$ cat src/hdl/psac_pkg.sv
// Package for the per-slot allocation counter table.
// Holds the sizes, function and status codes, word types and the control
// interface types shared by the controller, datapath, top level and checker.
package psac_pkg;

  localparam int SLOTS        = 8;
  // The ring depth must be a power of two; the ring index is a mask of the head.
  localparam int RING_ENTRIES = 4096;
  localparam int SLOT_IDX_W   = (SLOTS > 1) ? $clog2(SLOTS) : 1;
  localparam logic [31:0] RING_MASK = 32'(RING_ENTRIES - 1);

  localparam logic [2:0] FN_REGISTER = 3'd0;
  localparam logic [2:0] FN_ALLOC    = 3'd1;
  localparam logic [2:0] FN_FREE     = 3'd2;
  localparam logic [2:0] FN_STATUS   = 3'd3;
  localparam logic [2:0] FN_SNAPSHOT = 3'd4;

  localparam logic [1:0] STAT_OK        = 2'd0;
  localparam logic [1:0] STAT_BAD_SLOT  = 2'd1;
  localparam logic [1:0] STAT_UNDERFLOW = 2'd2;

  typedef struct packed {
    logic [2:0]  func;
    logic [7:0]  slot;
    logic [31:0] size;
  } in_word_t;

  typedef struct packed {
    logic [1:0]  status;
    logic        is_record;
    logic [2:0]  slot_out;
    logic [31:0] live_count;
    logic [63:0] live_byte_total;
    logic [63:0] alloc_count;
    logic [63:0] free_count;
    logic [63:0] alloc_byte_total;
    logic [63:0] free_byte_total;
    logic [31:0] ring_position;
    logic        last;
  } out_word_t;

  typedef struct packed {
    logic        registered;
    logic [31:0] live_count;
    logic [63:0] live_octets;
    logic [63:0] alloc_count;
    logic [63:0] free_count;
    logic [63:0] alloc_bytes;
    logic [63:0] free_bytes;
  } slot_entry_t;

  typedef enum logic [1:0] {
    S_IDLE,
    S_EXEC,
    S_WALK,
    S_REPLY
  } state_t;

  typedef struct packed {
    logic load_req;
    logic exec;
    logic rec_emit;
    logic reply_emit;
    logic idx_clr;
    logic idx_inc;
  } ctl_cmd_t;

  typedef struct packed {
    logic [2:0] in_func;
    logic       ring_en;
    logic       cur_registered;
    logic       idx_last;
    logic       out_free;
  } dp_sts_t;

endpackage

$ cat src/hdl/psac_ctrl.sv
// Controller of the per-slot allocation counter table.
// Sequences request execution and the snapshot walk; uses psac_pkg.
module psac_ctrl (
  input  logic               clk,
  input  logic               rst_n,
  input  logic               in_valid,
  output logic               in_ready,
  input  psac_pkg::dp_sts_t  sts,
  output psac_pkg::ctl_cmd_t cmd
);
  import psac_pkg::*;

  state_t state_r;
  state_t state_nxt;
  logic   accept;

  assign in_ready = (state_r == S_IDLE);
  assign accept   = in_valid && in_ready;

  always_ff @(posedge clk) begin
    if (!rst_n) begin
      state_r <= S_IDLE;
    end else begin
      state_r <= state_nxt;
    end
  end

  always_comb begin
    state_nxt = state_r;
    case (state_r)
      S_IDLE: begin
        if (accept) begin
          case (sts.in_func)
            FN_REGISTER, FN_ALLOC, FN_FREE, FN_STATUS: state_nxt = S_EXEC;
            FN_SNAPSHOT: state_nxt = sts.ring_en ? S_WALK : S_REPLY;
            default: state_nxt = S_IDLE;
          endcase
        end
      end
      S_EXEC: begin
        if (sts.out_free) state_nxt = S_IDLE;
      end
      S_WALK: begin
        if ((!sts.cur_registered || sts.out_free) && sts.idx_last) state_nxt = S_REPLY;
      end
      S_REPLY: begin
        if (sts.out_free) state_nxt = S_IDLE;
      end
      default: state_nxt = S_IDLE;
    endcase
  end

  always_comb begin
    cmd            = '0;
    cmd.load_req   = accept;
    cmd.idx_clr    = accept;
    case (state_r)
      S_EXEC:  cmd.exec = sts.out_free;
      S_WALK: begin
        // Unregistered slots are skipped without producing a word.
        cmd.rec_emit = sts.cur_registered && sts.out_free;
        cmd.idx_inc  = !sts.cur_registered || sts.out_free;
      end
      S_REPLY: cmd.reply_emit = sts.out_free;
      default: cmd.exec = 1'b0;
    endcase
  end

endmodule

$ cat config.mk
export PLATFORM = sky130hd
export DESIGN_NAME = psac_ctrl
export DESIGN_NICKNAME = d
export VERILOG_FILES = /design/src/hdl/psac_pkg.sv /design/src/hdl/psac_ctrl.sv
export SDC_FILE = /design/constraint.sdc
export NUM_CORES = 1
export LEC_CHECK = 0
export BUFFER_PORTS_ARGS = -buffer_cell sky130_fd_sc_hd__buf_2
export CAP_MARGIN = 20
export CORE_AREA = 2 2 39 41
export CTS_CLUSTER_SIZE = 12
export DETAILED_ROUTE_END_ITERATION = 10
export DIE_AREA = 0 0 41 43
export MAX_ROUTING_LAYER = met4
export PLACE_DENSITY_LB_ADDON = 0.1
export SLEW_MARGIN = 20
export SYNTH_ARGS = -nofsm -noshare
export SYNTH_HDL_FRONTEND = slang
export SYNTH_SLANG_ARGS = --single-unit
$ cat constraint.sdc
create_clock -name clk -period 1 [get_ports clk]
set_input_delay 0.2 -clock clk [delete_from_list [all_inputs] [get_ports clk]]
set_output_delay 0.2 -clock clk [all_outputs]
set_load 0.05 [all_outputs]
---- After elaboration in Yosys (flattened, before gate mapping) ----
Index checks and enable logic that the tools add are counted.
Widths: inputs -> output; s select.
word-level totals
  logic and storage cells ................. 31
  flip-flop bits (word level) ............. 2
  output and inout port bits .............. 7
operators by class
  equal/unequal tests ..................... 10
  multiplexer cells ....................... 10
  reductions and logical operators ........ 10
operator list
  cell                number
  $eq 3x2->1 const B  2
  $mux 2              3
  $pmux 2 s3          1
  $mux 1              5
  $eq 2x2->1 const B  2
  $ne 2x1->1 const B  2
  $pmux 2 s2          1
  $reduce_or 4->1     1
  $eq 3x1->1 const B  1
  $eq 3x3->1 const B  1
  $logic_and 1x1->1   3
  $logic_not 3->1     1
  $reduce_and 3->1    1
  $eq 2x1->1 const B  1
  $logic_not 2->1     1
  $ne 2x2->1 const B  1
  $reduce_or 2->1     1
  $logic_not 1->1     1
  $logic_or 1x1->1    1

---- Depth between registers and ports, before layout ----
  word-level depth ........................ 5
  mapped depth ............................ 4
  depth with buffers taken out ............ 3

---- Least setup slack after synthesis ----
No wires, ideal clock.
  path type ............................... flip-flop to output port
  start ................................... reg state_r[1]
  end ..................................... out cmd[0] (netlist bit)
  cell stages (with the launch flop) ...... 3
  data required time ...................... 0.800 ns
  data arrival time ....................... 1.584 ns
  slack ................................... -0.784 ns
  cells stage by stage .................... dfxtp_1 buf_4 nor3b_1
RTL lines
  what                    line             source
  start, declared         psac_ctrl.sv:13  state_t state_r;
  start signal, assigned  psac_ctrl.sv:24  state_r <= state_nxt;
  end, declared           psac_ctrl.sv:9   output psac_pkg::ctl_cmd_t cmd

==> impl_metrics.env <==
export IMPL_status="finished with violations"
export IMPL_violations="setup timing"
export IMPL_cts_htree_levels=1
export IMPL_worstSetupStartpointType="flip-flop"
export IMPL_holdPathEnd="state_r[1]"
export IMPL_rr_endpoint="state_r[0]"
export IMPL_cp_common_cell="buf_6"
export IMPL_drt_pass1_iterations=2
export IMPL_grt_usage_pct=9.12
export IMPL_r2r_cells=4
export IMPL_synth_seq_cells=2
export IMPL_fin_crit_ns=1.24
export IMPL_coreArea_mm2=0.00138
export IMPL_reg2reg_from="state_r[1]"
export IMPL_power_leakage_uw=0.000193
export IMPL_synth_top_area_share_pct=20.6
export IMPL_tritoncts="done"
export IMPL_tightestPinTransition_ns=0.263
export IMPL_synth_edf_count=0
export IMPL_syn_area_um2=194
export IMPL_dp_cells=59
export IMPL_clock_sinks=2
export IMPL_worstPathRequired_ns=0.80
export IMPL_slew_headroom_pct=82.4
export IMPL_synth_distinct_cells=17
export IMPL_clock_path_buffers=2
export IMPL_synth_area_leader_cell="dfxtp_1"
export IMPL_start_util_pct=14.0
export IMPL_wl_um=617
export IMPL_holdCritPathClass="in -> reg"
export IMPL_synth_nets=35
export IMPL_wl_per_cell_um=9.95
export IMPL_path_buf_inv=2
export IMPL_grt_max_degree=8
export IMPL_drc=0
export IMPL_finalCritPeriodShare_pct=124
export IMPL_cap_violations=0
export IMPL_setup_viol=7
export IMPL_hpwl_um=484
export IMPL_viasPerCell=4.08
export IMPL_synth_area_leaders="dfxtp_1 (21%), buf_4 (12%), nor2b_1 (6.5%)"
export IMPL_clk_latency_ns=0.22
export IMPL_hold_viol_final=0
export IMPL_crit_family="flip-flops"
export IMPL_clkTransAtPathRegs_ns=0.03
export IMPL_endpoint_kind="primary output"
export IMPL_power_density_mw_per_mm2=1060
export IMPL_place_congestion=0.721
export IMPL_area_delta_synth_final_pct=117
export IMPL_reg2reg_slack_ns=0.01
export IMPL_portBuffers=16
export IMPL_largestRegisters="state_r: 2 flops"
export IMPL_syn_instance_count=25
export IMPL_vias=253
export IMPL_cts_buffers=3
export IMPL_n_antenna_cell=0
export IMPL_maxSlewViolCount=0
export IMPL_worst_slack_ns=-0.236
export IMPL_hp_start="rst_n"
export IMPL_critPathMaxStageDelay_ns=0.36
export IMPL_path_max_fanout=7
export IMPL_arrival_ns=1.04
export IMPL_overflow=0
export IMPL_drive_above_1_share_pct=76.1
export IMPL_drtAntennaViolNets=0
export IMPL_synth_top_flop_cell="dfxtp_1"
export IMPL_postSynth_asyncResetShare_pct=0
export IMPL_fin_nets=58
export IMPL_yosysWarningCount=0
export IMPL_fmax_ghz=0.809
export IMPL_whs_path_depth=2
export IMPL_drtIter0Drc=2
export IMPL_pin_count=17
export IMPL_grt_pass1_vias=267
export IMPL_ys_seq_area_share_pct=20.6
export IMPL_final_cells=62
export IMPL_grt_pass1_wl_um=1050
export IMPL_critical_path_class="reg -> out"
export IMPL_largest_register="state_r"
export IMPL_largest_register_ffs=2
export IMPL_rsz0062_at_grt="true"
export IMPL_antenna_found_initial=0
export IMPL_avgSynthCellArea_um2=7.76
export IMPL_rows=14
export IMPL_crit_slowest_cell="dfxtp_4"
export IMPL_path_cells="buf_6, nor3b_4, buf_6"
export IMPL_finClkSkew_ns=0.00268
export IMPL_die_h_um=43
export IMPL_hold_worst_slack_ns=0.217
export IMPL_dieWidth_um=41
export IMPL_clockRootBuffer="clkbuf_4"
export IMPL_die_area_mm2=0.00176
export IMPL_irDropWorstVdd_v=0.000454
export IMPL_yosysMostFrequentCell="buf_4"
-- what timing repair did --
item,in CTS,in global routing
endpoints found under the setup margin,9,9
setup buffers,0,0
resized for setup,21,1
pin swaps,4,2
cloned,0,0
hold buffers,0,0
-- worst max path at each step --
stage                     startpoint          to  slack (ns)  cells past startpoint
final                     state_r[0]      cmd[0]       -0.24                      3
after detailed placement  state_r[0]      cmd[0]       -0.16                      3
after CTS                 state_r[0]      cmd[0]       -0.26                      3
after global routing      state_r[1]      cmd[5]       -0.29                      2
after floorplan           state_r[0]  state_r[0]       -0.13                      4
after global placement    state_r[0]      cmd[0]       -0.14                      3
-- worst register-to-register path: stages, from the launching register on --
cell      delay [ns]
dfxtp_4         0.35
buf_6           0.13
nor2_4          0.11
a21boi_1        0.07
o221a_1         0.21
-- metal layers --
layer | track usage, % | vias to the layer above | share of wire, %
li1 | - | 128 | -
met1 | 10.8 | 119 | 39
met2 | 11.6 | 6 | 56
met3 | 3.14 | 0 | 5.0
met4 | 8.00 | 0 | 0
met5 | - | - | 0
-- kinds of logic after synthesis --
kind of cell | synth area share, %
AOI/OAI and AO/OA | 17.4
buffers and inverters | 21.3
DFF | 20.6
and+or+nand+nor | 40.7
-- where the power goes --
part	internal (uW)	total [uW]	switching (uW)	leakage (uW)
Clock	132	178	45.5	0.0000138
Sequential	82.9	91.7	8.78	0.0000178
Combinational	77.1	175	97.9	0.000162
Total	292	445	152	0.000193
-- cells in the final DEF, fill, tap and decap left out --
cell / n
clkbuf_4: 3
inv_1: 2
nor4_2: 1
nand2_1: 2
nor3_2: 2
nor2_1: 1
o22ai_1: 1
o221a_1: 1
buf_2: 9
buf_6: 6
buf_8: 1
a21boi_1: 1
nor2b_1: 2
and4_4: 1
nor3b_4: 1
a32oi_1: 1
nor2_4: 2
dfxtp_4: 2
and3_2: 1
buf_4: 6
-- through the flow --
step	instance area, um^2	setup WS, ns	power (uW)	TNS (ns)	util [%]
after floorplan	224	-0.133	204	-0.475	-
after global placement	332	-0.135	248	-0.751	24.0
after detailed placement	332	-0.158	247	-0.851	24.0
after CTS	415	-0.257	458	-1.49	30.0
after global routing	420	-0.288	485	-1.81	30.4
final	420	-0.236	445	-1.34	30.4
-- layout make-up --
| class | instances | area (um^2) |
|---|---|---|
| clock buffers | 3 | 22.5 |
| fillers | 156 | 963 |
| inverters | 2 | 7.51 |
| multi-input cells | 17 | 150 |
| flip-flops and latches | 2 | 47.5 |
| well taps | 16 | 20.0 |
| repair buffers | 22 | 173 |
(Power assumes the default switching activity.)
